<file path="config.mk">
export PLATFORM = sky130hd
export DESIGN_NAME = terminal_padding_expander_core
export DESIGN_NICKNAME = d
export VERILOG_FILES = /design/src/rtl/tpe_pkg.sv /design/src/rtl/tpe_pad_unit.sv /design/src/rtl/terminal_padding_expander_core.sv
export SDC_FILE = /design/constraint.sdc
export NUM_CORES = 1
export LEC_CHECK = 0
export BUFFER_PORTS_ARGS = -buffer_cell sky130_fd_sc_hd__buf_2
export CAP_MARGIN = 30
export CORE_ASPECT_RATIO = 0.6
export CORE_UTILIZATION = 40
export DETAILED_ROUTE_END_ITERATION = 7
export GPL_ROUTABILITY_DRIVEN = 0
export SYNTH_ARGS = -nofsm -noshare
export SYNTH_HDL_FRONTEND = slang
export SYNTH_SLANG_ARGS = --single-unit
</file>
<file path="constraint.sdc">
create_clock -name clk -period 24.4 [get_ports clk]
set_input_delay 3.66 -clock clk [delete_from_list [all_inputs] [get_ports clk]]
set_output_delay 3.66 -clock clk [all_outputs]
set_load 0.005 [all_outputs]
</file>
<file path="src/rtl/tpe_pkg.sv">
// ----------------------------------------------------------------------------
// Terminal padding expander package
// Types, character codes and sizing constants shared by the expander files.
// ----------------------------------------------------------------------------
package tpe_pkg;

    localparam int MAX_PAD_DIGITS = 5;
    localparam int DIGIT_LIMIT    = (MAX_PAD_DIGITS > 9) ? 9 : MAX_PAD_DIGITS;
    localparam logic [4:0] DIGIT_FULL = 5'(DIGIT_LIMIT + 2);

    localparam logic [16:0] MILLIS_MAX  = 17'd131071;
    localparam logic [15:0] RECIP_10    = 16'd52429;
    localparam int          RECIP_SHIFT = 19;
    localparam int          QUOT_W      = 10;
    localparam int          REPLAY_DEPTH = 16;

    localparam logic [1:0] KIND_DATA = 2'd0;
    localparam logic [1:0] KIND_NULL = 2'd1;
    localparam logic [1:0] KIND_END  = 2'd2;

    localparam logic [7:0] CH_NUL    = 8'h00;
    localparam logic [7:0] CH_HIGH   = 8'h80;
    localparam logic [7:0] CH_DOLLAR = 8'h24;
    localparam logic [7:0] CH_LT     = 8'h3C;
    localparam logic [7:0] CH_GT     = 8'h3E;
    localparam logic [7:0] CH_STAR   = 8'h2A;
    localparam logic [7:0] CH_SLASH  = 8'h2F;
    localparam logic [7:0] CH_DOT    = 8'h2E;
    localparam logic [7:0] CH_ZERO   = 8'h30;
    localparam logic [7:0] CH_NINE   = 8'h39;

    localparam logic REG_BAUD_SHIFT = 1'b0;
    localparam logic REG_XON_XOFF   = 1'b1;

    typedef enum logic [2:0] {
        PH_IDLE,
        PH_DOLLAR,
        PH_DIGITS,
        PH_DOT,
        PH_STAR,
        PH_SLASH,
        PH_CLOSE
    } phase_t;

    typedef enum logic [1:0] {
        S_ITEM,
        S_PAD,
        S_EMIT,
        S_REPLAY
    } seq_state_t;

    typedef enum logic [2:0] {
        P_IDLE,
        P_MS,
        P_T,
        P_DIV,
        P_SHIFT,
        P_DONE
    } pad_step_t;

    typedef enum logic [1:0] {
        ACT_NONE,
        ACT_SINGLE,
        ACT_PAD,
        ACT_REPLAY
    } act_t;

    typedef enum logic [1:0] {
        OUT_NONE,
        OUT_DIRECT,
        OUT_FIN,
        OUT_REPLAY
    } out_sel_t;

    typedef struct packed {
        logic [16:0] millis;
        logic [3:0]  tenths;
        logic        per_line;
        logic        mandatory;
        logic [9:0]  affected;
    } pad_req_t;

    typedef struct packed {
        logic        done;
        logic [31:0] count;
    } pad_stat_t;

endpackage

</file>
<file path="src/rtl/tpe_pad_unit.sv">
// ----------------------------------------------------------------------------
// Pad count unit
// Computes the NUL pad count of one padding spec in five steps around a
// single shared multiplier; the shift step applies the baud shift and saturation.
// ----------------------------------------------------------------------------
module tpe_pad_unit (
    input  logic                clk,
    input  logic                rst_n,
    input  logic                start,
    input  tpe_pkg::pad_req_t   req,
    input  logic signed [4:0]   baud_shift,
    input  logic                xon_xoff_on,
    output tpe_pkg::pad_stat_t  stat
);
    import tpe_pkg::*;

    pad_step_t   step_reg;
    pad_step_t   step_next;
    pad_req_t    req_reg;
    logic [26:0] acc_reg;
    logic [26:0] acc_next;
    logic [13:0] tprod_reg;
    logic [13:0] tprod_next;
    logic [31:0] count_reg;
    logic [31:0] count_next;
    logic [16:0] mul_a;
    logic [15:0] mul_b;
    logic [32:0] prod;
    logic        use_lines;
    logic        has_tenths;
    logic [3:0]  r_amt;
    logic [4:0]  l_amt;
    logic [26:0] r_mask;
    logic [26:0] r_res;
    logic [42:0] l_wide;
    logic [31:0] shift_res;

    assign use_lines  = req_reg.per_line && (req_reg.affected != 10'd0);
    assign has_tenths = (req_reg.tenths != 4'd0);
    assign prod       = {16'b0, mul_a} * {17'b0, mul_b};

    assign r_amt  = baud_shift[3:0];
    assign l_amt  = ~baud_shift[4:0] + 5'd1;
    assign r_mask = ~({27{1'b1}} << r_amt);
    assign r_res  = (acc_reg >> r_amt) + {26'b0, |(acc_reg & r_mask)};
    assign l_wide = {16'b0, acc_reg} << l_amt;

    always_comb
    begin
        priority if (!req_reg.mandatory && xon_xoff_on)
        begin
            shift_res = 32'd0;
        end
        else if (baud_shift[4])
        begin
            shift_res = (|l_wide[42:32]) ? {32{1'b1}} : l_wide[31:0];
        end
        else if (r_amt != 4'd0)
        begin
            shift_res = {5'b0, r_res};
        end
        else
        begin
            shift_res = {5'b0, acc_reg};
        end
    end

    always_comb
    begin
        step_next = step_reg;
        unique case (step_reg)
            P_IDLE:
            begin
                if (start)
                begin
                    step_next = P_MS;
                end
            end
            P_MS:    step_next = P_T;
            P_T:     step_next = P_DIV;
            P_DIV:   step_next = P_SHIFT;
            P_SHIFT: step_next = P_DONE;
            P_DONE:  step_next = P_IDLE;
            default: step_next = P_IDLE;
        endcase
    end

    always_comb
    begin
        mul_a      = 17'd0;
        mul_b      = 16'd0;
        acc_next   = acc_reg;
        tprod_next = tprod_reg;
        count_next = count_reg;
        unique case (step_reg)
            P_MS:
            begin
                mul_a    = req_reg.millis;
                mul_b    = {6'b0, req_reg.affected};
                acc_next = use_lines ? prod[26:0] : {10'b0, req_reg.millis};
            end
            P_T:
            begin
                mul_a      = {13'b0, req_reg.tenths};
                mul_b      = {6'b0, req_reg.affected};
                tprod_next = prod[13:0];
            end
            P_DIV:
            begin
                mul_a    = {3'b0, tprod_reg};
                mul_b    = RECIP_10;
                acc_next = acc_reg
                         + (use_lines ? {17'b0, prod[RECIP_SHIFT +: QUOT_W]} : 27'd0)
                         + {26'b0, has_tenths};
            end
            P_SHIFT:
            begin
                count_next = shift_res;
            end
            default:
            begin
                mul_a = 17'd0;
            end
        endcase
    end

    always_ff @(posedge clk or negedge rst_n)
    begin
        if (!rst_n)
        begin
            step_reg <= P_IDLE;
        end
        else
        begin
            step_reg <= step_next;
        end
    end

    always_ff @(posedge clk)
    begin
        if (step_reg == P_IDLE && start)
        begin
            req_reg <= req;
        end
        acc_reg   <= acc_next;
        tprod_reg <= tprod_next;
        count_reg <= count_next;
    end

    assign stat.done  = (step_reg == P_DONE);
    assign stat.count = count_reg;

endmodule

</file>
<file path="src/rtl/terminal_padding_expander_core.sv">
// ----------------------------------------------------------------------------
// Terminal padding expander core
// Expands terminal capability strings into data bytes, NUL pad runs and an
// end marker.
//
// Input beats carry byte_in and affected_count on item_valid/item_ready.
// Result beats carry kind, out_byte, null_count and last on
// result_valid/result_ready; last marks the final result of an input beat.
// Registers sit on an APB-style port: baud_shift at 0x0, xon_xoff_on at 0x4.
// A plain byte goes into the result register when it is free, else it waits
// in the emit state. Bytes inside a padding spec give no result. A closing
// '>' waits for the five steps of the shared pad multiplier. A broken spec
// replays its buffered bytes, then the byte that broke it, one result per
// cycle while the receiver takes them. The result register lets the next
// beat in while a result waits; a stalled receiver holds the sequencer once a
// further result is due. Reset clears the parser, the registers and result_valid.
// ----------------------------------------------------------------------------
module terminal_padding_expander_core (
    input  logic        clk,
    input  logic        rst_n,
    input  logic        item_valid,
    output logic        item_ready,
    input  logic [7:0]  byte_in,
    input  logic [9:0]  affected_count,
    output logic        result_valid,
    input  logic        result_ready,
    output logic [1:0]  kind,
    output logic [7:0]  out_byte,
    output logic [31:0] null_count,
    output logic        last,
    input  logic        psel,
    input  logic        penable,
    input  logic        pwrite,
    input  logic [2:0]  paddr,
    input  logic [31:0] pwdata,
    output logic [31:0] prdata,
    output logic        pready
);
    import tpe_pkg::*;

    seq_state_t        state_reg;
    seq_state_t        state_next;
    phase_t            phase_reg;
    phase_t            phase_next;
    phase_t            dec_phase;
    logic [16:0]       millis_reg;
    logic [16:0]       millis_next;
    logic [3:0]        tenths_reg;
    logic [3:0]        tenths_next;
    logic              per_line_reg;
    logic              per_line_next;
    logic              mandatory_reg;
    logic              mandatory_next;
    logic [4:0]        rlen_reg;
    logic [4:0]        rlen_next;
    logic [3:0]        rp_idx_reg;
    logic [3:0]        rp_idx_next;
    logic [7:0]        buf_reg [REPLAY_DEPTH];
    logic [1:0]        fin_kind_reg;
    logic [7:0]        fin_byte_reg;
    logic signed [4:0] baud_shift_reg;
    logic              xon_xoff_reg;

    logic              result_valid_reg;
    logic              result_valid_next;
    logic [1:0]        kind_reg;
    logic [1:0]        kind_next;
    logic [7:0]        out_byte_reg;
    logic [7:0]        out_byte_next;
    logic [31:0]       null_count_reg;
    logic [31:0]       null_count_next;
    logic              last_reg;
    logic              last_next;

    act_t              act;
    logic              buf_wr;
    logic              spec_clr;
    logic              ms_wr;
    logic              t_wr;
    logic              set_line;
    logic              set_mand;
    logic              chk_star;
    logic              chk_slash;
    logic              chk_close;
    logic              brk;
    logic [1:0]        dec_kind;
    logic [7:0]        dec_byte;
    logic              is_digit;
    logic [20:0]       ms_x10;

    logic              item_fire;
    logic              slot_free;
    logic              rp_last;
    logic              pad_start;
    out_sel_t          out_sel;
    pad_req_t          pad_req;
    pad_stat_t         pad_stat;
    logic              cfg_wr;

    assign item_fire = (state_reg == S_ITEM) && item_valid;
    assign item_ready = (state_reg == S_ITEM);
    assign slot_free = !result_valid_reg || result_ready;
    assign rp_last   = (({1'b0, rp_idx_reg} + 5'd1) == rlen_reg);
    assign is_digit  = (byte_in >= CH_ZERO) && (byte_in <= CH_NINE);
    assign ms_x10    = ({4'b0, millis_reg} << 3) + ({4'b0, millis_reg} << 1)
                     + {17'b0, byte_in[3:0]};

    always_comb
    begin
        act       = ACT_NONE;
        dec_phase = phase_reg;
        buf_wr    = 1'b0;
        spec_clr  = 1'b0;
        ms_wr     = 1'b0;
        t_wr      = 1'b0;
        set_line  = 1'b0;
        set_mand  = 1'b0;
        chk_star  = 1'b0;
        chk_slash = 1'b0;
        chk_close = 1'b0;
        brk       = 1'b0;
        dec_kind  = KIND_DATA;
        dec_byte  = byte_in;
        unique case (phase_reg)
            PH_IDLE:
            begin
                priority if (byte_in == CH_NUL)
                begin
                    act      = ACT_SINGLE;
                    dec_kind = KIND_END;
                end
                else if (byte_in == CH_DOLLAR)
                begin
                    spec_clr  = 1'b1;
                    dec_phase = PH_DOLLAR;
                end
                else
                begin
                    act      = ACT_SINGLE;
                    dec_byte = (byte_in == CH_HIGH) ? CH_NUL : byte_in;
                end
            end
            PH_DOLLAR:
            begin
                if (byte_in == CH_LT)
                begin
                    buf_wr    = 1'b1;
                    dec_phase = PH_DIGITS;
                end
                else
                begin
                    brk = 1'b1;
                end
            end
            PH_DIGITS:
            begin
                priority if (is_digit)
                begin
                    if (rlen_reg >= DIGIT_FULL)
                    begin
                        brk = 1'b1;
                    end
                    else
                    begin
                        ms_wr  = 1'b1;
                        buf_wr = 1'b1;
                    end
                end
                else if (byte_in == CH_DOT)
                begin
                    buf_wr    = 1'b1;
                    dec_phase = PH_DOT;
                end
                else
                begin
                    chk_star = 1'b1;
                end
            end
            PH_DOT:
            begin
                if (is_digit)
                begin
                    t_wr      = 1'b1;
                    buf_wr    = 1'b1;
                    dec_phase = PH_STAR;
                end
                else
                begin
                    chk_star = 1'b1;
                end
            end
            PH_STAR:  chk_star  = 1'b1;
            PH_SLASH: chk_slash = 1'b1;
            PH_CLOSE: chk_close = 1'b1;
            default:  brk       = 1'b1;
        endcase

        if (chk_star)
        begin
            if (byte_in == CH_STAR)
            begin
                set_line  = 1'b1;
                buf_wr    = 1'b1;
                dec_phase = PH_SLASH;
            end
            else
            begin
                chk_slash = 1'b1;
            end
        end
        if (chk_slash)
        begin
            if (byte_in == CH_SLASH)
            begin
                set_mand  = 1'b1;
                buf_wr    = 1'b1;
                dec_phase = PH_CLOSE;
            end
            else
            begin
                chk_close = 1'b1;
            end
        end
        if (chk_close)
        begin
            if (byte_in == CH_GT)
            begin
                act       = ACT_PAD;
                dec_phase = PH_IDLE;
                dec_kind  = KIND_NULL;
                dec_byte  = CH_NUL;
            end
            else
            begin
                brk = 1'b1;
            end
        end
        if (brk)
        begin
            act       = ACT_REPLAY;
            dec_phase = PH_IDLE;
            dec_kind  = (byte_in == CH_NUL) ? KIND_END : KIND_DATA;
            dec_byte  = byte_in;
        end
    end

    always_comb
    begin
        phase_next     = phase_reg;
        millis_next    = millis_reg;
        tenths_next    = tenths_reg;
        per_line_next  = per_line_reg;
        mandatory_next = mandatory_reg;
        rlen_next      = rlen_reg;
        if (item_fire)
        begin
            phase_next = dec_phase;
            if (spec_clr)
            begin
                millis_next    = 17'd0;
                tenths_next    = 4'd0;
                per_line_next  = 1'b0;
                mandatory_next = 1'b0;
                rlen_next      = 5'd1;
            end
            else if (buf_wr && !rlen_reg[4])
            begin
                rlen_next = rlen_reg + 5'd1;
            end
            if (ms_wr)
            begin
                millis_next = (ms_x10 > {4'b0, MILLIS_MAX}) ? MILLIS_MAX : ms_x10[16:0];
            end
            if (t_wr)
            begin
                tenths_next = byte_in[3:0];
            end
            if (set_line)
            begin
                per_line_next = 1'b1;
            end
            if (set_mand)
            begin
                mandatory_next = 1'b1;
            end
        end
    end

    always_comb
    begin
        state_next = state_reg;
        unique case (state_reg)
            S_ITEM:
            begin
                if (item_fire)
                begin
                    unique case (act)
                        ACT_NONE:   state_next = S_ITEM;
                        ACT_SINGLE: state_next = slot_free ? S_ITEM : S_EMIT;
                        ACT_PAD:    state_next = S_PAD;
                        ACT_REPLAY: state_next = S_REPLAY;
                    endcase
                end
            end
            S_PAD:
            begin
                if (pad_stat.done)
                begin
                    state_next = S_EMIT;
                end
            end
            S_EMIT:
            begin
                if (slot_free)
                begin
                    state_next = S_ITEM;
                end
            end
            S_REPLAY:
            begin
                if (slot_free && rp_last)
                begin
                    state_next = S_EMIT;
                end
            end
        endcase
    end

    always_comb
    begin
        pad_start   = 1'b0;
        out_sel     = OUT_NONE;
        rp_idx_next = rp_idx_reg;
        unique case (state_reg)
            S_ITEM:
            begin
                if (item_fire)
                begin
                    rp_idx_next = 4'd0;
                    if (act == ACT_SINGLE && slot_free)
                    begin
                        out_sel = OUT_DIRECT;
                    end
                    if (act == ACT_PAD)
                    begin
                        pad_start = 1'b1;
                    end
                end
            end
            S_PAD:
            begin
                out_sel = OUT_NONE;
            end
            S_EMIT:
            begin
                if (slot_free)
                begin
                    out_sel = OUT_FIN;
                end
            end
            S_REPLAY:
            begin
                if (slot_free)
                begin
                    out_sel     = OUT_REPLAY;
                    rp_idx_next = rp_idx_reg + 4'd1;
                end
            end
        endcase
    end

    always_comb
    begin
        kind_next       = kind_reg;
        out_byte_next   = out_byte_reg;
        null_count_next = null_count_reg;
        last_next       = last_reg;
        unique case (out_sel)
            OUT_NONE:
            begin
                last_next = last_reg;
            end
            OUT_DIRECT:
            begin
                kind_next       = dec_kind;
                out_byte_next   = dec_byte;
                null_count_next = 32'd0;
                last_next       = 1'b1;
            end
            OUT_FIN:
            begin
                kind_next       = fin_kind_reg;
                out_byte_next   = fin_byte_reg;
                null_count_next = (fin_kind_reg == KIND_NULL) ? pad_stat.count : 32'd0;
                last_next       = 1'b1;
            end
            OUT_REPLAY:
            begin
                kind_next       = KIND_DATA;
                out_byte_next   = buf_reg[rp_idx_reg];
                null_count_next = 32'd0;
                last_next       = 1'b0;
            end
        endcase
        if (out_sel != OUT_NONE)
        begin
            result_valid_next = 1'b1;
        end
        else if (result_ready)
        begin
            result_valid_next = 1'b0;
        end
        else
        begin
            result_valid_next = result_valid_reg;
        end
    end

    assign pad_req.millis    = millis_reg;
    assign pad_req.tenths    = tenths_reg;
    assign pad_req.per_line  = per_line_reg;
    assign pad_req.mandatory = mandatory_reg;
    assign pad_req.affected  = affected_count;

    tpe_pad_unit u_pad_unit (
        .clk         (clk),
        .rst_n       (rst_n),
        .start       (pad_start),
        .req         (pad_req),
        .baud_shift  (baud_shift_reg),
        .xon_xoff_on (xon_xoff_reg),
        .stat        (pad_stat)
    );

    assign cfg_wr = psel && penable && pwrite;
    assign pready = 1'b1;

    always_comb
    begin
        unique case (paddr[2])
            REG_BAUD_SHIFT: prdata = {27'b0, baud_shift_reg[4:0]};
            REG_XON_XOFF:   prdata = {31'b0, xon_xoff_reg};
        endcase
    end

    always_ff @(posedge clk or negedge rst_n)
    begin
        if (!rst_n)
        begin
            baud_shift_reg <= 5'sd0;
            xon_xoff_reg   <= 1'b0;
        end
        else if (cfg_wr)
        begin
            unique case (paddr[2])
                REG_BAUD_SHIFT: baud_shift_reg <= pwdata[4:0];
                REG_XON_XOFF:   xon_xoff_reg   <= pwdata[0];
            endcase
        end
    end

    always_ff @(posedge clk or negedge rst_n)
    begin
        if (!rst_n)
        begin
            state_reg        <= S_ITEM;
            phase_reg        <= PH_IDLE;
            millis_reg       <= 17'd0;
            tenths_reg       <= 4'd0;
            per_line_reg     <= 1'b0;
            mandatory_reg    <= 1'b0;
            rlen_reg         <= 5'd0;
            rp_idx_reg       <= 4'd0;
            result_valid_reg <= 1'b0;
        end
        else
        begin
            state_reg        <= state_next;
            phase_reg        <= phase_next;
            millis_reg       <= millis_next;
            tenths_reg       <= tenths_next;
            per_line_reg     <= per_line_next;
            mandatory_reg    <= mandatory_next;
            rlen_reg         <= rlen_next;
            rp_idx_reg       <= rp_idx_next;
            result_valid_reg <= result_valid_next;
        end
    end

    always_ff @(posedge clk)
    begin
        if (item_fire && (spec_clr || (buf_wr && !rlen_reg[4])))
        begin
            buf_reg[spec_clr ? 4'd0 : rlen_reg[3:0]] <= byte_in;
        end
        if (item_fire)
        begin
            fin_kind_reg <= dec_kind;
            fin_byte_reg <= dec_byte;
        end
        kind_reg       <= kind_next;
        out_byte_reg   <= out_byte_next;
        null_count_reg <= null_count_next;
        last_reg       <= last_next;
    end

    assign result_valid = result_valid_reg;
    assign kind         = kind_reg;
    assign out_byte     = out_byte_reg;
    assign null_count   = null_count_reg;
    assign last         = last_reg;

endmodule

</file>
Yosys cells after proc, flatten, opt, wreduce, memory -nomap -nowiden
Memories as Yosys holds them, arrays and structs flattened.
Index checks and enable logic that the tools add are counted.
{ "op_classes": {"n_eq_ne": 35, "n_reduce_logical": 51, "n_addsub": 9, "muxes": 117, "bitwise": 4, "multipliers": 1, "order_cmp": 4, "shift": 3} }
{ "op_table": {"columns": ["operator", "count"], "rows": [
  ["$pmux 32 s2", 2],
  ["$mux 32", 3],
  ["$mux 8", 7],
  ["$add 27x1->27", 2],
  ["$mux 27", 2],
  ["$pmux 27 s2", 1],
  ["$mux 17", 3],
  ["$pmux 17 s3", 1],
  ["$eq 8x6->1 const B", 6],
  ["$mux 1", 48],
  ["$shl 27x5->43", 1],
  ["$mux 3", 14],
  ["$pmux 16 s2", 1],
  ["$mux 2", 15],
  ["$mul 17x16->29", 1],
  ["$add 27x27->27", 1],
  ["$and 27x27->27", 1],
  ["$not 27->27", 1],
  ["$reduce_or 27->1", 1],
  ["$shl 27x4->27 const A", 1],
  ["$shr 27x4->27", 1],
  ["$pmux 2 s4", 3],
  ["$pmux 8 s3", 1],
  ["$add 20x18->21", 1],
  ["44 further kinds", 106]
]} }
{ "totals": {"memories": 1, "mem_bits_rw": 128, "in_bits": 60, "reg_bits": 206} }
{ "mem_list": {"columns": ["memory", "words", "width", "rd", "rd_ports_with_merged_regs", "wr", "line_no", "text"], "rows": [
  ["buf_reg", 16, 8, 1, 0, 1, "terminal_padding_expander_core.sv:58", "logic [7:0] buf_reg [REPLAY_DEPTH];"]
]} }

Longest topological paths before layout
Gate-level depths: netlist (run 1).
{ "logic_depth": {"depth_word": 16, "mapped_depth": 40, "mapped_depth_nobuf": 37} }

Modules after synthesis
Synthesis (run 1) repeated with hierarchy kept, for this count alone.
{ "hier_totals": {"cells_unflattened": 2723, "hier_area_um2": 28130.7} }
{ "by_module_without_submodules": {"columns": ["module", "area_each_um2", "cells_per_inst", "n_inst"], "rows": [
  ["tpe_pad_unit", 17354.1, 1935, 1],
  ["terminal_padding_expander_core", 10776.6, 788, 1]
]} }

Worst setup path after synthesis (run 1)
Ideal clock, no wire load.
{ "synth_timing": {"path_type": "flip-flop to flip-flop", "from": "register u_pad_unit.step_reg[1]", "to": "register u_pad_unit.acc_reg[26], data pin", "synth_period_minus_slack_ns": 10.518, "t_arrival_ns": 10.248, "setup_time_ns": 0.271, "required_time_ns": 24.129, "setup_slack_ns": 13.882, "stages_incl_launch_ff": 37, "cell_sequence": "dfrtp_1 -> clkbuf_1 -> nor3b_1 -> or2_2 -> clkbuf_1 -> nand2_1 -> nand2_1 -> clkbuf_1 -> nand2_1 -> fa_1 -> fa_1 -> fa_1 -> inv_1 -> fa_1 -> fa_1 -> inv_1 -> fa_1 -> inv_1 -> ha_1 -> and3_1 -> a221oi_1 -> nand2_1 -> o21ai_0 -> o22ai_1 -> a211oi_1 -> fa_1 -> inv_1 -> fa_1 -> nor2b_1 -> o21a_1 -> a22o_1 -> nor4_1 -> o31ai_1 -> nand3_1 -> nor3_1 -> xnor2_1 -> o22ai_1"} }
{ "synth_via": {"elab_chain_len": 8, "elab_cells_between_ends": 12} }
{ "synth_lines": {"columns": ["element", "line_no", "text"], "rows": [
  ["start, declared", "tpe_pad_unit.sv:17", "pad_step_t step_reg;"],
  ["start signal, assigned", "tpe_pad_unit.sv:135", "step_reg <= step_next;"],
  ["$eq 3x1->1 or $eq 3x2->1 (tied branches)", "tpe_pad_unit.sv:95", "unique case (step_reg)"],
  ["$reduce_or 2->1 (no line)", null, null],
  ["$pmux 16 s2", "tpe_pad_unit.sv:95", null],
  ["$mul 17x16->29", "tpe_pad_unit.sv:40", "assign prod = {16'b0, mul_a} * {17'b0, mul_b};"],
  ["$mux 10", "tpe_pad_unit.sv:113", "+ (use_lines ? {17'b0, prod[RECIP_SHIFT +: QUOT_W]} : 27'd0)"],
  ["$add 27x27->27", "tpe_pad_unit.sv:113", null],
  ["$add 27x1->27", "tpe_pad_unit.sv:114", "+ {26'b0, has_tenths};"],
  ["$pmux 27 s2 (*)", "tpe_pad_unit.sv:95", null],
  ["net u_pad_unit.acc_next[26]", "tpe_pad_unit.sv:21", "logic [26:0] acc_next;"],
  ["end signal, assigned", "tpe_pad_unit.sv:145", "acc_reg <= acc_next;"],
  ["end, declared", "tpe_pad_unit.sv:20", "logic [26:0] acc_reg;"]
]} }
Mark *: on every way through the listed nets, which the timed path passes. The rest lies on a longest branch.
A chain may end at the register's enable or synchronous reset.

Worst setup path in the final report (run 1)
{ "layout_timing": {"from": "register u_pad_unit.step_reg[0]", "to": "register u_pad_unit.acc_reg[26], data pin"} }
Same word-level chain as after synthesis.

==> results of run 1 <==
==> worst max-delay path: cells and delay by family, from the launching register on <==
family                   cells  cell delay (ns)
buffers and inverters        5             0.67
AO/OA/AOI/OAI                8             3.25
adder cells (fa/ha/maj)      9             4.20
AND/OR/NAND/NOR             11             3.34
flip-flops                   1             0.48
XOR/XNOR                     1             0.15
==> final timing paths <==
kind                       cells after the start  slack, ns                   start                      to
min in group asynchronous                      2       3.19                   rst_n           millis_reg[1]
setup reg to reg                              34      12.00  u_pad_unit.step_reg[0]  u_pad_unit.acc_reg[26]
hold reg to reg                                0       0.46           tenths_reg[2]  u_pad_unit.req_reg[14]
hold / removal                                 0       0.46           tenths_reg[2]  u_pad_unit.req_reg[14]
setup / recovery                              34      12.00  u_pad_unit.step_reg[0]  u_pad_unit.acc_reg[26]
max in group asynchronous                      2      20.70                   rst_n       baud_shift_reg[0]
==> Yosys cell counts, drive strengths merged (19+ instances only) <==
| cell type | instances | area (µm²) |
|---|---|---|
| inv | 277 | 1040 |
| a31oi | 30 | 187.7 |
| edfxtp | 287 | 8618 |
| a211oi | 31 | 232.7 |
| nor3 | 35 | 185.2 |
| nand2 | 261 | 982.2 |
| a21oi | 122 | 610.6 |
| nor2b | 19 | 118.9 |
| xor2 | 32 | 280.3 |
| buf | 71 | 479.2 |
| xnor2 | 58 | 508.0 |
| o22ai | 20 | 131.4 |
| clkbuf | 116 | 435.4 |
| mux2i | 57 | 586.8 |
| and2 | 60 | 375.4 |
| ha | 147 | 1839 |
| fa | 177 | 3543 |
| a21o | 32 | 242.7 |
| nor2 | 195 | 734.5 |
| and3 | 36 | 225.2 |
| mux4 | 97 | 2241 |
| dfrtp | 47 | 1176 |
| o21ai | 100 | 504.2 |
| nand3 | 61 | 305.3 |
==> metrics by stage <==
step                      cell area, µm²  utilization
after floorplan                    27320            -
after global placement             28240       0.4229
after detailed placement           28330       0.4242
after CTS                          29620       0.4436
after global routing               29620       0.4436
final                              29620       0.4436
==> report_power, final <==
part | switching [µW] | internal [µW] | total (µW)
Clock | 263 | 333 | 596
Sequential | 102 | 796 | 897
Combinational | 1670 | 1040 | 2700
Total | 2030 | 2160 | 4200
==> kinds of logic after synthesis <==
| group | Yosys count | synth area share |
|---|---|---|
| other cells | 2 | 0.0002761 |
| buf+inv | 465 | 0.07199 |
| flops | 334 | 0.3601 |
| compound gates | 419 | 0.09673 |
| fa+ha+maj | 325 | 0.1983 |
| simple gates | 763 | 0.1335 |
| mux | 169 | 0.1102 |
| xor+xnor | 90 | 0.02898 |
==> layer usage <==
metal | share of wire | track usage
met5 | 0.0027 | 0.02222
met4 | 0.013 | 0.03782
met3 | 0.15 | 0.09152
met2 | 0.38 | 0.3014
met1 | 0.45 | 0.3579
==> cell type report <==
cell class,count,area (µm²),share of cell area
well taps,900,1126,0.03802
inverters,278,1044,0.03523
clock inverters,24,300.3,0.01014
repair buffers,119,745.7,0.02518
multi-input cells,1800,15610,0.5272
flip-flops and latches,334,9797,0.3308
clock buffers,44,992.2,0.03350
==> results by group, run 1 <==
Placed design
  • Cell Count Post-Placement: about 3,400
  • DPL Wire Length: slightly above 60,000 µm
  • Dpl ws: between 10 and 15 ns
  • I/O Buffers: 80

Synth
  • Main flop type after synthesis: sky130_fd_sc_hd__edfxtp_1
  • Mapped Area: approximately 0.027 mm²
  • Gate count of the mapped netlist: about 2,600
  • Yosys warning total: 0
  • Sequential fraction of the synthesis area: 0.3601
  • Post-synthesis average cell area: around 11 µm²
  • Total of flip-flops plus latches after synthesis: approximately 330
  • Share of flip-flops with an asynchronous set or reset after synthesis: 0.1407
  • Number of flops mapped to enable cells by yosys: 287
  • Library cells used by synthesis: just under 90

STA
  • RSZ-0062 raised after global routing: no
  • Worst-case hold slack: about 0.46 ns
  • Sum of negative setup slack: 0 ns
  • Worst Max-Slew Pin Slew: around 1.1 ns
  • # setup viols final: 0
  • Max Fclk: 80.65 MHz
  • Worst clock skew: ~0.026 ns
  • Final min period: 12.40 ns
  • Final setup slack of the worst path: around 12 ns
  • Final period utilization: 0.5082
  • Slew HR: 0.2711
  • Pins over their slew limit: 0
  • Number of endpoints with negative hold slack in the final report: 0

Floorplanning
  • Number of placement rows: 73
  • Area of the die: 0.06908 mm²
  • Initial Util: 0.4074
  • Width of the die: about 340 µm
  • Number of primary I/O pins: 138
  • Core area: about 0.067 mm²
  • Vertical extent of the die: around 200 µm

Clocking
  • Post-CTS Setup Bufs: 0
  • Longest Clk Path Bufs: 3
  • Number of hold buffers added after cts: 0
  • Total CTS buffers: 37
  • Post-CTS clock slew at the launch and capture registers of the worst setup and hold paths: 0.07 ns
  • Root buffer selected by CTS: sky130_fd_sc_hd__clkbuf_16
  • Clock sink count: between 300 and 400
  • TritonCTS clock tree: done
  • Clock latency reported for the late side of the worst-skew pair: a little under 0.6 ns
  • Post-cts resize count: 0
  • Number of H-tree branching levels: 2

Routing
  • Number of optimization iterations in the first detailed-route pass: 6
  • Ratio of routed vias to standard cells: around 5.8
  • Detailed-route via count: approximately 20,000
  • Drt total wl: 79,720 µm
  • Routed length per placed instance: 22.78 µm
  • Number of DRC violations after detailed-routing iteration 0: between 2,000 and 2,500
  • Remaining antenna violation count: 0
  • Drt drc: 0

Layout
  • ANT cells: 0
  • Most used cells in the layout excluding fill and tap cells: sky130_fd_sc_hd__edfxtp_1, sky130_fd_sc_hd__inv_1, sky130_fd_sc_hd__nand2_1
  • Largest register FFs: around 130
  • Share of final-layout standard cells stronger than drive strength 1: 0.1247
  • Post-layout instance count excluding filler cells: around 3,500
  • Most common library cell in the layout ignoring fill and taps: sky130_fd_sc_hd__edfxtp_1
  • Net count, final: 2,954
  • Layout filler cell count: a little over 6,000
  • Synth-to-layout area growth: 8.887%

Setup path
  • Cell with the most instances on the worst path: sky130_fd_sc_hd__fa_1
  • Required time of the worst setup path: roughly 25 ns
  • WP data arrival: approximately 13 ns
  • Kind of start point of the critical path: register
  • Setup Crit Path Kind: register to register
  • Endpoint class of the critical path: register
  • Worst path slowest cell: sky130_fd_sc_hd__o31ai_1
  • Max Fanout on Critical Path: 46
  • Worst stage delay on the critical path: about 0.9 ns

Global route
  • Maximum number of pins on one net before global-route repair: 64
  • Number of global-route vias before repair: roughly 20,000
  • Number of antenna violations at the first check in global routing: 2
  • Overall global routing resource usage: 0.2321
  • Wire length of the first global-routing pass: around 120,000 µm
  • Final global-route overflow total: 0

Power
  • Overall power of the completed layout: approximately 4200 µW
  • Power density of the placed cells: approximately 140 mW/mm²
  • Worst vdd ir: 0.08368 mV
  • Static Leakage: between 0.01 and 0.015 µW

Status
  • Result of the run: finished clean

Worst hold path
  • Type of the most critical hold path: register to register

Run
  • Max-cap check violation count: 0
Note: power is estimated with default switching activity, not from simulation.
==> run 2, diff against run 1 <==
==> constraint.sdc (replaced) <==
create_clock -name clk -period 11.1 [get_ports clk]
set_input_delay 1.665 -clock clk [delete_from_list [all_inputs] [get_ports clk]]
set_output_delay 1.665 -clock clk [all_outputs]
set_load 0.005 [all_outputs]
==> results by group, run 2 (synthesized netlist as in run 1, its figures left out) <==
Status
  • Result of the run: finished clean

Routing
  • Number of DRC violations after detailed-routing iteration 0: 2,339 (-0.085%)
  • Drt drc: 0 (unchanged)
  • Detailed-route via count: 20,290 (-0.47%)
  • Drt total wl: 79,280 µm (-0.56%)
  • Routed length per placed instance: 22.64 µm (-0.64%)
  • Ratio of routed vias to standard cells: 5.794 (-0.56%)
  • Number of optimization iterations in the first detailed-route pass: 6 (unchanged)
  • Remaining antenna violation count: 0 (unchanged)

Power
  • Net Sw Frac: 0.4870 (+0.002814)
  • Net switching power: 4431 µW (+120%)
  • Clock network power share: 0.127 (-0.015)
  • Part of the total power dissipated in combinational logic: 0.656 (+0.012)
  • Internal power: 4667 µW (+120%)
  • Worst vdd ir: 0.1859 mV (+120%)
  • Part of the power in registers: 0.218 (+0.004)
  • Static Leakage: 0.01212 µW (-0.65%)
  • Power density of the placed cells: 308.9 mW/mm² (+120%)

STA
  • Worst Max-Slew Pin Slew: 1.080 ns (-0.004303 ns)
  • RSZ-0062 raised after global routing: no
  • Pins over their slew limit: 0 (unchanged)
  • Worst clock skew: 0.03777 ns (+0.01149 ns)
  • Sum of negative setup slack: 0 ns (unchanged)
  • Final period utilization: 0.9578 (+0.4496)
  • # setup viols final: 0 (unchanged)
  • Worst-case hold slack: 0.4500 ns (-0.009369 ns)
  • Slew HR: 0.2801 (+0.009047)
  • Number of endpoints with negative hold slack in the final report: 0 (unchanged)
  • Max Fclk: 94.06 MHz (+17%)
  • Final min period: 10.63 ns (-1.769 ns)

Floorplanning
  • Initial Util: 0.4074 (unchanged)
  • Area of the die: 0.06908 mm² (unchanged)
  • Width of the die: 338.7 µm (unchanged)
  • Number of primary I/O pins: 138 (unchanged)
  • Number of placement rows: 73 (unchanged)
  • Vertical extent of the die: 204.0 µm (unchanged)
  • Core area: 0.06677 mm² (unchanged)

Global route
  • Overall global routing resource usage: 0.2291 (-0.002982)
  • Number of antenna violations at the first check in global routing: 0 (-2)
  • Number of global-route vias before repair: 19,760 (-0.81%)
  • Wire length of the first global-routing pass: 120,400 µm (-1.6%)
  • Final global-route overflow total: 0 (unchanged)
  • Maximum number of pins on one net before global-route repair: 65 (+1.6%)

Setup path
  • Setup Crit Path Kind: register to register
  • Kind of start point of the critical path: register
  • Cell with the most instances on the worst path: sky130_fd_sc_hd__fa_1
  • Required time of the worst setup path: 11.44 ns (-13.28 ns)
  • Family with the most delay on the worst path: adder cells
  • Worst path slowest cell: sky130_fd_sc_hd__fa_1
  • Endpoint class of the critical path: register
  • Number of buffer and inverter stages on the critical path: 4 (-1)
  • WP data arrival: 10.97 ns (-1.75 ns)
  • Max Fanout on Critical Path: 22 (-52%)
  • Worst stage delay on the critical path: 0.57 ns (-0.33 ns)

Clocking
  • Clock latency reported for the late side of the worst-skew pair: 0.58 ns (about the same)
  • Root buffer selected by CTS: sky130_fd_sc_hd__clkbuf_16
  • Number of H-tree branching levels: 2 (unchanged)
  • Post-CTS clock slew at the launch and capture registers of the worst setup and hold paths: 0.07 ns (about the same)
  • Longest Clk Path Bufs: 3 (unchanged)
  • Clock sink count: 334 (unchanged)
  • Total CTS buffers: 35 (-5.4%)
  • TritonCTS clock tree: done
  • Number of hold buffers added after cts: 0 (unchanged)

Layout
  • Most common library cell in the layout ignoring fill and taps: sky130_fd_sc_hd__edfxtp_1
  • Final instance area: 0.02946 mm² (-0.54%)
  • Net count, final: 2,958 (+0.14%)
  • Share of final-layout standard cells stronger than drive strength 1: 0.1242 (-0.0004803)
  • Largest register FFs: 128 (unchanged)
  • Layout filler cell count: 6,143 (+0.61%)
  • Most used cells in the layout excluding fill and tap cells: sky130_fd_sc_hd__edfxtp_1, sky130_fd_sc_hd__inv_1, sky130_fd_sc_hd__nand2_1
  • Synth-to-layout area growth: 8.293%

Placed design
  • Placed cell area: 0.02835 mm² (about the same)
  • I/O Buffers: 80 (unchanged)
  • DPL Wire Length: 60,890 µm (+0.14%)

Worst hold path
  • Type of the most critical hold path: register to register

Run
  • Max-cap check violation count: 0 (unchanged)
[run 2: changes by cell type in the layout (fill, tap and decap cells not counted), moves of 2 or more]
| cell | delta |
|---|---|
| sky130_fd_sc_hd__clkbuf_1 | +5 |
| sky130_fd_sc_hd__bufinv_16 | -2 |
| sky130_fd_sc_hd__clkinv_16 | -2 |
| sky130_fd_sc_hd__clkbuf_8 | -4 |
| sky130_fd_sc_hd__clkinv_4 | +2 |
| sky130_fd_sc_hd__inv_8 | -2 |
| sky130_fd_sc_hd__clkbuf_16 | -2 |
| sky130_fd_sc_hd__buf_4 | +7 |
[run 2: worst paths after layout]
path | startpoint | endpoint | slack [ns] | cells past startpoint
worst max-delay path | u_pad_unit.step_reg[0] | u_pad_unit.acc_reg[23] | 0.47 | 35
min in group asynchronous | rst_n | millis_reg[2] | 1.22 | 2
worst min register to register | tenths_reg[3] | u_pad_unit.req_reg[15] | 0.45 | 0
max in group asynchronous | rst_n | baud_shift_reg[0] | 9.37 | 2
worst max register to register | u_pad_unit.step_reg[0] | u_pad_unit.acc_reg[23] | 0.47 | 35
worst min-delay path | tenths_reg[3] | u_pad_unit.req_reg[15] | 0.45 | 0
[run 2: repair_timing]
action,in CTS,in global routing
endpoints found under the setup margin,0,12
gates resized for setup,0,4
hold endpoints to repair,0,0
buffers inserted,0,0
[run 2: layer usage]
metal  GRT usage  wire [µm]  share of wire
met4     0.04816       1412          0.018
met5    0.007639         74        0.00093
met3      0.1040      12060           0.15
met1      0.3478      36040           0.45
met2      0.2900      29690           0.37
[run 2: cell type report]
| cell class | instances | area (µm²) | share of cell area |
|---|---|---|---|
| flip-flops and latches | 334 | 9798 | 0.3326 |
| well taps | 900 | 1126 | 0.03823 |
| multi-input cells | 1800 | 15620 | 0.5303 |
| inverters | 278 | 1044 | 0.03542 |
| repair buffers | 125 | 770.7 | 0.02616 |
| clock buffers | 43 | 905.9 | 0.03075 |
| diodes | 1 | 2.502 | 0.00008495 |
| clock inverters | 21 | 188.9 | 0.006414 |
[run 2: power by group through the flow]
stage / clock network [µW] / logic [µW] / registers [µW]
6_report: 1150 / 5970 / 1980
5_1_grt: 1220 / 6560 / 1990
4_1_cts: 1180 / 5830 / 1960
3_5_place_dp: 0 / 5750 / 1980
3_3_place_gp: 0 / 5640 / 1980
2_1_floorplan: 0 / 4220 / 1850
[run 2: metrics by stage]
stage	cells	utilization	worst slack [ns]	power, µW
after CTS	3501	0.4410	0.4540	8971
final	3502	0.4412	0.4689	9098
after global routing	3501	0.4411	0.009295	9773
after floorplan	2599	-	0.5816	6065
after detailed placement	3437	0.4246	0.5216	7733
after global placement	3434	0.4238	0.7543	7624
